$ cat config.mk
export PLATFORM = sky130hd
export DESIGN_NAME = bgr_to_yuv420_pixel_converter_flat
export DESIGN_NICKNAME = d
export VERILOG_FILES = /design/src/rtl/bgr2yuv_pkg.sv /design/src/rtl/bgr2yuv_if.sv /design/src/rtl/bgr2yuv_cfg_regs.sv /design/src/rtl/bgr2yuv_position.sv /design/src/rtl/bgr2yuv_csc.sv /design/src/rtl/bgr2yuv_to_yuv420_pixel_converter.sv /design/src/flat_wrapper.sv
export SDC_FILE = /design/constraint.sdc
export NUM_CORES = 1
export LEC_CHECK = 0
export ABC_AREA = 1
export BUFFER_PORTS_ARGS = -buffer_cell sky130_fd_sc_hd__buf_2
export CAP_MARGIN = 20
export CELL_PAD_IN_SITES_DETAIL_PLACEMENT = 0
export CELL_PAD_IN_SITES_GLOBAL_PLACEMENT = 2
export CORE_UTILIZATION = 41
export CTS_CLUSTER_SIZE = 40
export DETAILED_ROUTE_END_ITERATION = 8
export HOLD_SLACK_MARGIN = 0.03
export PLACE_DENSITY = 0.91
export SYNTH_ARGS = -nofsm -noshare
export SYNTH_HDL_FRONTEND = slang
export SYNTH_SLANG_ARGS = --single-unit
export TNS_END_PERCENT = 1
$ cat constraint.sdc
create_clock -name clk -period 8.25 [get_ports clk]
set_clock_uncertainty 0.15 [all_clocks]
set_input_delay 1.65 -clock clk [delete_from_list [all_inputs] [get_ports clk]]
set_output_delay 1.65 -clock clk [all_outputs]
set_load 0.02 [all_outputs]
$ cat src/rtl/bgr2yuv_pkg.sv
package bgr2yuv_pkg;

    localparam int MAX_WIDTH  = 4096;
    localparam int MAX_HEIGHT = 4096;

    localparam int COMP_W    = 8;
    localparam int CFG_W     = 13;
    localparam int CFG_IDX_W = 8;
    localparam int COL_W     = $clog2(MAX_WIDTH);
    localparam int ROW_W     = $clog2(MAX_HEIGHT);

    localparam logic [CFG_W-1:0] FRAME_WIDTH_RST  = CFG_W'(1920);
    localparam logic [CFG_W-1:0] FRAME_HEIGHT_RST = CFG_W'(1080);

    typedef enum logic [CFG_IDX_W-1:0] {
        CFG_FRAME_WIDTH  = CFG_IDX_W'(0),
        CFG_FRAME_HEIGHT = CFG_IDX_W'(1)
    } cfg_reg_e;

    // Q16 coefficients, BT.601 studio swing
    localparam int FRAC_W = 16;
    localparam int COEF_W = 18;
    localparam int SUM_W  = 27;

    localparam logic signed [COEF_W-1:0] Y_R  = COEF_W'(16843);
    localparam logic signed [COEF_W-1:0] Y_G  = COEF_W'(33030);
    localparam logic signed [COEF_W-1:0] Y_B  = COEF_W'(6423);
    localparam logic signed [COEF_W-1:0] CB_R = COEF_W'(-9699);
    localparam logic signed [COEF_W-1:0] CB_G = COEF_W'(-19071);
    localparam logic signed [COEF_W-1:0] CB_B = COEF_W'(28770);
    localparam logic signed [COEF_W-1:0] CR_R = COEF_W'(28770);
    localparam logic signed [COEF_W-1:0] CR_G = COEF_W'(-24117);
    localparam logic signed [COEF_W-1:0] CR_B = COEF_W'(-4653);

    localparam logic signed [SUM_W-1:0] Y_OFS   = SUM_W'(16 << FRAC_W);
    localparam logic signed [SUM_W-1:0] C_OFS   = SUM_W'(128 << FRAC_W);
    localparam logic signed [SUM_W-1:0] SAT_LIM = SUM_W'(256 << FRAC_W);

    typedef struct packed {
        logic [COMP_W-1:0] blue;
        logic [COMP_W-1:0] green;
        logic [COMP_W-1:0] red;
    } pix_t;

    typedef struct packed {
        logic [COMP_W-1:0] luma;
        logic [COMP_W-1:0] chroma_blue;
        logic [COMP_W-1:0] chroma_red;
    } yuv_t;

    typedef struct packed {
        logic chroma_valid;
        logic frame_end;
    } pos_flags_t;

    typedef struct packed {
        logic [COL_W-1:0] col_last;
        logic [ROW_W-1:0] row_last;
    } frame_limits_t;

    function automatic logic signed [SUM_W-1:0] weigh(
        input logic [COMP_W-1:0]        px,
        input logic signed [COEF_W-1:0] c
    );
        logic signed [SUM_W-1:0] a;
        logic signed [SUM_W-1:0] k;
        a = {{(SUM_W-COMP_W){1'b0}}, px};
        k = {{(SUM_W-COEF_W){c[COEF_W-1]}}, c};
        return a * k;
    endfunction

    function automatic logic [COMP_W-1:0] clamp_q16(input logic signed [SUM_W-1:0] s);
        logic [COMP_W-1:0] r;
        if (s < 0)
        begin
            r = '0;
        end
        else if (s >= SAT_LIM)
        begin
            r = '1;
        end
        else
        begin
            r = s[FRAC_W+COMP_W-1:FRAC_W];
        end
        return r;
    endfunction

endpackage

$ cat src/rtl/bgr2yuv_if.sv
interface bgr2yuv_pixel_if;
    logic                             valid;
    logic                             ready;
    logic [bgr2yuv_pkg::COMP_W-1:0]   blue;
    logic [bgr2yuv_pkg::COMP_W-1:0]   green;
    logic [bgr2yuv_pkg::COMP_W-1:0]   red;

    modport source (output valid, output blue, output green, output red, input ready);
    modport sink   (input valid, input blue, input green, input red, output ready);
endinterface

interface bgr2yuv_result_if;
    logic                             valid;
    logic                             ready;
    logic [bgr2yuv_pkg::COMP_W-1:0]   luma;
    logic [bgr2yuv_pkg::COMP_W-1:0]   chroma_blue;
    logic [bgr2yuv_pkg::COMP_W-1:0]   chroma_red;
    logic                             chroma_valid;
    logic                             frame_end;

    modport source (output valid, output luma, output chroma_blue, output chroma_red,
                    output chroma_valid, output frame_end, input ready);
    modport sink   (input valid, input luma, input chroma_blue, input chroma_red,
                    input chroma_valid, input frame_end, output ready);
endinterface

interface bgr2yuv_cfg_if;
    logic                                valid;
    logic                                ready;
    logic [bgr2yuv_pkg::CFG_IDX_W-1:0]   index;
    logic [bgr2yuv_pkg::CFG_W-1:0]       data;

    modport source (output valid, output index, output data, input ready);
    modport sink   (input valid, input index, input data, output ready);
endinterface

$ cat src/rtl/bgr2yuv_cfg_regs.sv
module bgr2yuv_cfg_regs (
    input  logic                        clk,
    input  logic                        rst_n,
    bgr2yuv_cfg_if.sink                 cfg,
    output bgr2yuv_pkg::frame_limits_t  limits
);
    import bgr2yuv_pkg::*;

    logic [CFG_W-1:0] width_reg;
    logic [CFG_W-1:0] height_reg;

    assign cfg.ready = 1'b1;

    always_ff @(posedge clk or negedge rst_n)
    begin
        if (!rst_n)
        begin
            width_reg  <= FRAME_WIDTH_RST;
            height_reg <= FRAME_HEIGHT_RST;
        end
        else if (cfg.valid)
        begin
            case (cfg.index)
                CFG_FRAME_WIDTH:  width_reg  <= cfg.data;
                CFG_FRAME_HEIGHT: height_reg <= cfg.data;
                default:          ;
            endcase
        end
    end

    // last position index, size saturated to 1..MAX
    always_comb
    begin
        if (width_reg == '0)
        begin
            limits.col_last = '0;
        end
        else if (32'(width_reg) > 32'(MAX_WIDTH))
        begin
            limits.col_last = COL_W'(MAX_WIDTH - 1);
        end
        else
        begin
            limits.col_last = COL_W'(32'(width_reg) - 32'd1);
        end

        if (height_reg == '0)
        begin
            limits.row_last = '0;
        end
        else if (32'(height_reg) > 32'(MAX_HEIGHT))
        begin
            limits.row_last = ROW_W'(MAX_HEIGHT - 1);
        end
        else
        begin
            limits.row_last = ROW_W'(32'(height_reg) - 32'd1);
        end
    end

endmodule

$ cat src/rtl/bgr2yuv_position.sv
module bgr2yuv_position (
    input  logic                        clk,
    input  logic                        rst_n,
    input  logic                        advance,
    input  bgr2yuv_pkg::frame_limits_t  limits,
    output bgr2yuv_pkg::pos_flags_t     flags
);
    import bgr2yuv_pkg::*;

    logic [COL_W-1:0] col_reg;
    logic [COL_W-1:0] col_next;
    logic [ROW_W-1:0] row_reg;
    logic [ROW_W-1:0] row_next;
    logic             last_col;
    logic             last_row;

    assign last_col = (col_reg >= limits.col_last);
    assign last_row = (row_reg >= limits.row_last);

    assign flags.chroma_valid = ~(col_reg[0] | row_reg[0]);
    assign flags.frame_end    = last_col & last_row;

    always_comb
    begin
        col_next = col_reg;
        row_next = row_reg;
        if (advance)
        begin
            if (last_col)
            begin
                col_next = '0;
                row_next = last_row ? '0 : row_reg + 1'b1;
            end
            else
            begin
                col_next = col_reg + 1'b1;
            end
        end
    end

    always_ff @(posedge clk or negedge rst_n)
    begin
        if (!rst_n)
        begin
            col_reg <= '0;
            row_reg <= '0;
        end
        else
        begin
            col_reg <= col_next;
            row_reg <= row_next;
        end
    end

endmodule

$ cat src/rtl/bgr2yuv_csc.sv
module bgr2yuv_csc (
    input  bgr2yuv_pkg::pix_t  pix,
    output bgr2yuv_pkg::yuv_t  yuv
);
    import bgr2yuv_pkg::*;

    logic signed [SUM_W-1:0] y_sum;
    logic signed [SUM_W-1:0] cb_sum;
    logic signed [SUM_W-1:0] cr_sum;

    assign y_sum  = weigh(pix.red, Y_R) + weigh(pix.green, Y_G)
                  + weigh(pix.blue, Y_B) + Y_OFS;
    assign cb_sum = weigh(pix.red, CB_R) + weigh(pix.green, CB_G)
                  + weigh(pix.blue, CB_B) + C_OFS;
    assign cr_sum = weigh(pix.red, CR_R) + weigh(pix.green, CR_G)
                  + weigh(pix.blue, CR_B) + C_OFS;

    assign yuv.luma        = clamp_q16(y_sum);
    assign yuv.chroma_blue = clamp_q16(cb_sum);
    assign yuv.chroma_red  = clamp_q16(cr_sum);

endmodule

$ cat src/rtl/bgr2yuv_to_yuv420_pixel_converter.sv
// BGR to BT.601 studio-swing YCbCr 4:2:0 pixel converter, top level.
// A pixel passes the input register, then the result register; the color matrix is
// a single registered pass. Throughput: one pixel per cycle while result.ready is set.
// Reset: rst_n asynchronous, active low; clears pipeline valids and position
// counters, frame size returns to 1920 x 1080. No clearing pass.
module bgr_to_yuv420_pixel_converter (
    input  logic               clk,
    input  logic               rst_n,
    bgr2yuv_pixel_if.sink      pixel,
    bgr2yuv_result_if.source   result,
    bgr2yuv_cfg_if.sink        cfg
);
    import bgr2yuv_pkg::*;

    frame_limits_t limits;
    pos_flags_t    flags;
    pix_t          pix_in;
    yuv_t          yuv;

    logic          s1_valid_reg;
    pix_t          s1_pix_reg;
    pos_flags_t    s1_flags_reg;
    logic          out_valid_reg;
    yuv_t          out_yuv_reg;
    pos_flags_t    out_flags_reg;

    logic          in_fire;
    logic          s2_load;

    assign pix_in.blue  = pixel.blue;
    assign pix_in.green = pixel.green;
    assign pix_in.red   = pixel.red;

    assign s2_load     = s1_valid_reg & (~out_valid_reg | result.ready);
    assign pixel.ready = ~s1_valid_reg | s2_load;
    assign in_fire     = pixel.valid & pixel.ready;

    bgr2yuv_cfg_regs u_cfg (
        .clk    (clk),
        .rst_n  (rst_n),
        .cfg    (cfg),
        .limits (limits)
    );

    bgr2yuv_position u_pos (
        .clk     (clk),
        .rst_n   (rst_n),
        .advance (in_fire),
        .limits  (limits),
        .flags   (flags)
    );

    bgr2yuv_csc u_csc (
        .pix (s1_pix_reg),
        .yuv (yuv)
    );

    always_ff @(posedge clk or negedge rst_n)
    begin
        if (!rst_n)
        begin
            s1_valid_reg  <= 1'b0;
            out_valid_reg <= 1'b0;
        end
        else
        begin
            s1_valid_reg  <= in_fire | (s1_valid_reg & ~s2_load);
            out_valid_reg <= s2_load | (out_valid_reg & ~result.ready);
        end
    end

    always_ff @(posedge clk)
    begin
        if (in_fire)
        begin
            s1_pix_reg   <= pix_in;
            s1_flags_reg <= flags;
        end
        if (s2_load)
        begin
            out_yuv_reg   <= yuv;
            out_flags_reg <= s1_flags_reg;
        end
    end

    assign result.valid        = out_valid_reg;
    assign result.luma         = out_yuv_reg.luma;
    assign result.chroma_blue  = out_yuv_reg.chroma_blue;
    assign result.chroma_red   = out_yuv_reg.chroma_red;
    assign result.chroma_valid = out_flags_reg.chroma_valid;
    assign result.frame_end    = out_flags_reg.frame_end;

    a_in_to_stage: assert property (@(posedge clk) disable iff (!rst_n)
        in_fire |=> s1_valid_reg)
        else $error("accepted request did not reach the input register");

    a_stage_to_out: assert property (@(posedge clk) disable iff (!rst_n)
        s2_load |=> out_valid_reg)
        else $error("input register moved but no result is pending");

    a_full_stall: assert property (@(posedge clk) disable iff (!rst_n)
        (s1_valid_reg && out_valid_reg && !result.ready) |-> !pixel.ready)
        else $error("request taken while both registers are full and stalled");

endmodule

$ cat src/flat_wrapper.sv
// flat-port wrapper written by rule: the top's interface ports become plain ports
module bgr_to_yuv420_pixel_converter_flat import bgr2yuv_pkg::*;
  (clk, rst_n, pixel_valid, pixel_blue, pixel_green, pixel_red, pixel_ready, result_valid, result_luma, result_chroma_blue, result_chroma_red, result_chroma_valid, result_frame_end, result_ready, cfg_valid, cfg_index, cfg_data, cfg_ready);
  bgr2yuv_pixel_if pixel_i ();
  bgr2yuv_result_if result_i ();
  bgr2yuv_cfg_if cfg_i ();
  input  logic clk;
  input  logic rst_n;
  input wire logic [$bits(pixel_i.valid)-1:0] pixel_valid;
  input wire logic [$bits(pixel_i.blue)-1:0] pixel_blue;
  input wire logic [$bits(pixel_i.green)-1:0] pixel_green;
  input wire logic [$bits(pixel_i.red)-1:0] pixel_red;
  output wire logic [$bits(pixel_i.ready)-1:0] pixel_ready;
  output wire logic [$bits(result_i.valid)-1:0] result_valid;
  output wire logic [$bits(result_i.luma)-1:0] result_luma;
  output wire logic [$bits(result_i.chroma_blue)-1:0] result_chroma_blue;
  output wire logic [$bits(result_i.chroma_red)-1:0] result_chroma_red;
  output wire logic [$bits(result_i.chroma_valid)-1:0] result_chroma_valid;
  output wire logic [$bits(result_i.frame_end)-1:0] result_frame_end;
  input wire logic [$bits(result_i.ready)-1:0] result_ready;
  input wire logic [$bits(cfg_i.valid)-1:0] cfg_valid;
  input wire logic [$bits(cfg_i.index)-1:0] cfg_index;
  input wire logic [$bits(cfg_i.data)-1:0] cfg_data;
  output wire logic [$bits(cfg_i.ready)-1:0] cfg_ready;
  assign pixel_i.valid = pixel_valid;
  assign pixel_i.blue = pixel_blue;
  assign pixel_i.green = pixel_green;
  assign pixel_i.red = pixel_red;
  assign pixel_ready = pixel_i.ready;
  assign result_valid = result_i.valid;
  assign result_luma = result_i.luma;
  assign result_chroma_blue = result_i.chroma_blue;
  assign result_chroma_red = result_i.chroma_red;
  assign result_chroma_valid = result_i.chroma_valid;
  assign result_frame_end = result_i.frame_end;
  assign result_i.ready = result_ready;
  assign cfg_i.valid = cfg_valid;
  assign cfg_i.index = cfg_index;
  assign cfg_i.data = cfg_data;
  assign cfg_ready = cfg_i.ready;
  bgr_to_yuv420_pixel_converter u_core (.clk(clk), .rst_n(rst_n), .pixel(pixel_i), .result(result_i), .cfg(cfg_i));
endmodule
; ---- Word-level counts from Yosys, hierarchy flattened
; Cells that the tools add are included.
[op_classes]
n_addsub = 13
multipliers = 9
magnitude_cmp = 10
n_eq_ne = 1
mux = 9
bitwise = 15
n_reduce_logical = 6
[ops]
columns = op, n
row1 = $ge A27 B26 Y1 const B, 3
row2 = $lt A27 B1 Y1 const B, 3
row3 = $mux W12, 6
row4 = $add A27 B25 Y27 const B, 2
row5 = $add A24 B25 Y26, 2
row6 = $mul A9 B16 Y25 const B, 2
row7 = $mul A8 B15 Y23 const B, 2
row8 = $mul A8 B14 Y22 const B, 2
row9 = $add A26 B23 Y27, 1
row10 = $add A26 B24 Y27, 1
row11 = $add A27 B22 Y27, 1
row12 = $add A27 B22 Y27 const B, 1
row13 = $add A27 B25 Y27, 1
row14 = $gt A13 B13 Y1 const B, 2
row15 = $logic_not A13 Y1, 2
row16 = $add A12 B1 Y12 const B, 2
row17 = $ge A12 B12 Y1, 2
row18 = $mul A9 B15 Y24 const B, 1
row19 = $mux W8, 3
row20 = $sub A12 B1 Y12 const B, 2
row21 = $mul A9 B14 Y23 const B, 1
row22 = $mul A8 B13 Y21 const B, 1
row23 = $eq A8 B1 Y1 const B, 1
row24 = $logic_not A8 Y1, 1
row25 = 4 further kinds, 18
[word_totals]
regBits = 104
output_inout_bits = 29
elab_cells = 79

; ---- Depth between registers and ports, before layout
[logic_depth]
depth_word = 6
ltp_mapped = 35
ltp_nobuf = 35

; ---- Modules after synthesis
; A second synthesis with hierarchy kept.
[hier_totals]
cells_unflattened = 3298
area_unflattened_um2 = 27248.6
[by_module_without_submodules]
columns = mod, instances, cells_per_inst, area_per_inst_um2, seq_area_each_um2
row1 = bgr2yuv_csc, 1, 2650, 21623.2, 0.0
row2 = bgr2yuv_position, 1, 286, 1993.2, 600.6
row3 = bgr2yuv_cfg_regs, 1, 298, 1975.6, 660.6
row4 = bgr_to_yuv420_pixel_converter, 1, 64, 1656.6, 1611.5

; ---- Worst setup path before layout
; Ideal clock, no wire load.
[synth_timing]
path_type = reg-to-reg
start = register u_core.s1_pix_reg[6] (netlist name)
end = register u_core.out_yuv_reg, in the netlist u_core.result.chroma_red[0], data pin
arrival_time_ns = 6.710
t_required_ns = 7.845
slack_ns = 1.135
stages_incl_launch_ff = 31
n_path_buf = 0
cell_sequence = edfxtp_1 > inv_1 > ha_1 > ha_1 > fa_1 > fa_1 > ha_1 > a21o_1 > nand3_1 > nand3b_1 > nand3b_1 > nand2_1 > nand2_1 > xor2_1 > fa_1 > inv_1 > fa_1 > fa_1 > fa_1 > inv_1 > ha_1 > nand2_2 > inv_1 > nand2_1 > nand2_1 > a21oi_1 > nand4_1 > nand2_2 > nand2_4 > nor2_2 > nor2_1
[synth_via]
elab_chain_cells = 6
[synth_lines]
columns = item, line_no
row1 = "start, declared", bgr2yuv_to_yuv420_pixel_converter.sv:21  ; pix_t s1_pix_reg;
row2 = "start signal, assigned", bgr2yuv_to_yuv420_pixel_converter.sv:76  ; s1_pix_reg <= pix_in;
row3 = $mul A8 B14 Y22 (*), bgr2yuv_pkg.sv:69  ; return a * k;
row4 = $add A24 B25 Y26 (*), bgr2yuv_csc.sv:15  ; assign cr_sum = weigh(pix.red, CR_R) + weigh(pix.green, CR_G)
row5 = $add A26 B23 Y27 (*), bgr2yuv_csc.sv:16  ; + weigh(pix.blue, CR_B) + C_OFS;
row6 = $add A27 B25 Y27 (*), bgr2yuv_csc.sv:16
row7 = $ge A27 B26 Y1, bgr2yuv_pkg.sv:78  ; else if (s >= SAT_LIM)
row8 = $mux W8, bgr2yuv_pkg.sv:78
row9 = "end signal, assigned", bgr2yuv_to_yuv420_pixel_converter.sv:81  ; out_yuv_reg <= yuv;
row10 = "end, declared", bgr2yuv_to_yuv420_pixel_converter.sv:24  ; yuv_t out_yuv_reg;
; Every way passes the cells marked *; elsewhere a longest branch is shown, timed or not.
; A chain may end at the register's enable or synchronous reset.

; ---- Final worst setup path
[layout_timing]
start = register u_core.s1_pix_reg[22] (netlist name)
end = register u_core.out_yuv_reg, in the netlist u_core.result.chroma_blue[3], data pin
[layout_via]
elab_chain_cells = 5
[layout_lines]
columns = item, line_no
row1 = $mul A8 B14 Y22 (*), bgr2yuv_pkg.sv:69
row2 = $add A26 B24 Y27 (*), bgr2yuv_csc.sv:14  ; + weigh(pix.blue, CB_B) + C_OFS;
row3 = $add A27 B25 Y27 (*), bgr2yuv_csc.sv:14
row4 = $ge A27 B26 Y1, bgr2yuv_pkg.sv:78
row5 = $mux W8, bgr2yuv_pkg.sv:78
; Marks and branches as above.

==> metrics.md <==
| Metric | Value |
|---|---|
| Status | `complete, but fails checks` |
| Violated checks | `design-rule violations` |
| Yosys reg bits | `around 100` |
| Max stage delay on crit path | `about 0.56 ns` |
| Clk buf depth | `2` |
| Share of flip-flops with an asynchronous set or reset | `~50%` |
| Max Freq | `roughly 0.13 GHz` |
| Setup violators final | `0` |
| Met3 Use GR | `under 10%` |
| Area Overhead vs Synth | `7.247%` |
| Row cnt | `between 90 and 100` |
| WL/cell | `about 19 um` |
| Clock transition at path regs | `around 0.1 ns` |
| Gate Count Post-Synth | `3344` |
| Critical path type | `reg -> reg` |
| EDFF count, synth | `52` |
| Reg-to-reg startpoint | `u_core.s1_pix_reg[22]$_DFFE_PP_` |
| DRT iter0 DRCs | `roughly 1200` |
| Placer congestion estimate | `around 0.98` |
| DRC | `3` |
| Die ar. | `between 60000 and 70000 um^2` |
| Hold_buf cts | `0` |
| Final nets | `approximately 4400` |
| DRT Pass-1 Iters | `8` |
| Root buffer cell | `clkbuf_16` |
| Final ANT Viol Nets | `0` |
| R2R Setup Slk | `~0.55 ns` |
| H-tree Lvls | `3` |
| IO Port Bufs | `77` |
| Total grt overflow | `0` |
| WP depth | `30` |
| Core area | `about 66000 um^2` |
| Synth Net Count | `around 4300` |
| CP Launch Type | `flip-flop` |
| Synthesized area | `27550 um^2` |
| Total GRT Usage | `24.77%` |
| CTS tree | `yes` |
| Layout cells sized above 1 | `6.384%` |
| Minimum clock period | `approximately 7.7 ns` |
| Die W | `261.2 um` |
| Critical path arrival | `around 7.7 ns` |
| Final wirelength | `~80000 um` |
| CTS sink cnt | `104` |
| Period utilisation layout | `93.32%` |
| Unique cell type count in the Yosys netlist | `53` |
| Hold Fails Final Rpt | `0` |
| Post-CTS Setup Inserts | `0` |
| Met2 usage | `between 40 and 50%` |
| Most common cell after layout, fill and taps aside | `inv_1` |
| Post-synthesis sequential area ratio | `between 10% and 20%` |
| Number of antenna violations at the first check in global routing | `1` |
| Top cell type's share of synthesized area | `~28%` |
| Top cells by area, synth | `fa_1 28%, ha_1 23%, inv_1 11%` |
| Max-Cap Viols | `0` |
| Via-per-instance ratio | `4.971` |
| R2r worst-path depth | `30` |
| Max reg flops | `24` |
| CP Max Fanout | `8` |
| Clk Latency, worst-skew pair | `approximately 0.40 ns` |
| Initial Util | `between 40% and 50%` |
| Ys Warns | `0` |
| Slowest stage cell, crit path | `edfxtp_1` |
| First-pass GRT wire length | `127700 um` |
| Final Util | `roughly 45%` |
| CP Capture Type | `flip-flop` |
| Crit path to | `u_core.result.chroma_blue[3]$_SDFFCE_PP0P_` |
| Mean Syn Cell Area | `a little over 8 um^2` |
| Final TNS setup | `0 ns` |
| Top cell family by delay on the critical path | `adder cells` |
| DR vias | `between 20000 and 25000` |
| GRT busiest layer | `met2` |
| N_diodes | `0` |
| Most frequent cells in the layout | `814 x inv_1, 566 x nand2_1, 504 x ha_1` |
| Vias in the first global route | `~22000` |
| Cell taking the most area after synthesis | `fa_1` |
| Resized Gates After CTS | `0` |
| Worst r2r dst | `u_core.result.chroma_blue[3]$_SDFFCE_PP0P_` |
| Die H | `roughly 260 um` |
| Fillers | `6782` |
| CTS Buf Count | `9` |
| Worst EP required | `just over 8 ns` |
| Relative slew slack | `between 40% and 50%` |
| Largest net degree at the start of global routing | `53` |
| RSZ-0062 raised after global routing | `false` |
| WP buf/inv | `6` |
| Least-Margin Pin Slew | `0.8328 ns` |
| Top_reg_cell synth | `edfxtp_1` |
| CP startpoint | `u_core.s1_pix_reg[22]$_DFFE_PP_` |
| Max-slew violations | `0` |
| Met1 Track Usage GR | `34.23%` |
| Hold WC Path Type | `reg -> reg` |
| Hpwl dp | `approximately 70000 um` |
| I/O pin total | `79` |
-- cell usage after synthesis, drive strengths merged (10+ instances only) --
cell type,instances
edfxtp,52
ha,504
xnor2,35
nand3b,17
a21oi,153
o21ai,119
or2,10
nand2,587
a31oi,11
o21bai,19
nand4,40
inv,823
fa,383
a21o,12
nand3,160
dfrtp,44
xor2,81
nor2,204
nor3,42
-- worst min-delay path by stage --
stage,slack [ns],depth (start not counted),end,from
global route,0.29,0,u_core.result.frame_end$_DFFE_PP_,u_core.s1_flags_reg[0]$_DFFE_PP_
finish,0.28,0,u_core.result.frame_end$_DFFE_PP_,u_core.s1_flags_reg[0]$_DFFE_PP_
CTS,0.29,0,u_core.result.frame_end$_DFFE_PP_,u_core.s1_flags_reg[0]$_DFFE_PP_
detailed placement,0.27,0,u_core.result.frame_end$_DFFE_PP_,u_core.s1_flags_reg[0]$_DFFE_PP_
global placement,0.25,0,u_core.result.chroma_valid$_DFFE_PP_,u_core.s1_flags_reg[1]$_DFFE_PP_
floorplan,0.25,0,u_core.result.chroma_valid$_DFFE_PP_,u_core.s1_flags_reg[1]$_DFFE_PP_
-- through the flow --
| stage | hold slack (ns) | cells | area, um^2 | worst slack [ns] |
|---|---|---|---|---|
| finish | 0.2849 | 4326 | 29550 | 0.5508 |
| global route | 0.2940 | 4326 | 29550 | 0.03497 |
| CTS | 0.2888 | 4326 | 29550 | 0.5857 |
| detailed placement | 0.2656 | 4310 | 29230 | 0.6207 |
| global placement | 0.2537 | 4310 | 29230 | 0.6160 |
| floorplan | 0.2503 | 3344 | 27550 | 1.135 |
-- cell type report --
| cell class | instances | area [um^2] | share of cell area, % |
|---|---|---|---|
| tap | 864 | 1081 | 3.658 |
| timing repair buffer | 111 | 640.6 | 2.168 |
| inverter | 823 | 3089 | 10.45 |
| clock inverter | 7 | 91.34 | 0.3091 |
| multi-input combinational | 2408 | 21550 | 72.93 |
| sequential | 104 | 2873 | 9.721 |
| clock buffer | 9 | 225.2 | 0.7621 |
-- metal layers --
layer / up-vias / share of wire, %
li1: 10700 / -
met1: 10320 / 47
met2: 411 / 47
met3: 72 / 4.6
met4: 2 / 2.2
met5: - / 0.014
-- cell families after synthesis --
group	share of synthesized area [%]
buffers and inverters	11.40
AO/OA/AOI/OAI	6.680
other	0.01361
adder cells (fa/ha/maj)	50.71
XOR/XNOR	3.687
flip-flops	10.43
AND/OR/NAND/NOR	17.08
Power is not shown: default switching activity piles up to over one toggle a cycle in this logic, so the estimate is an artifact.
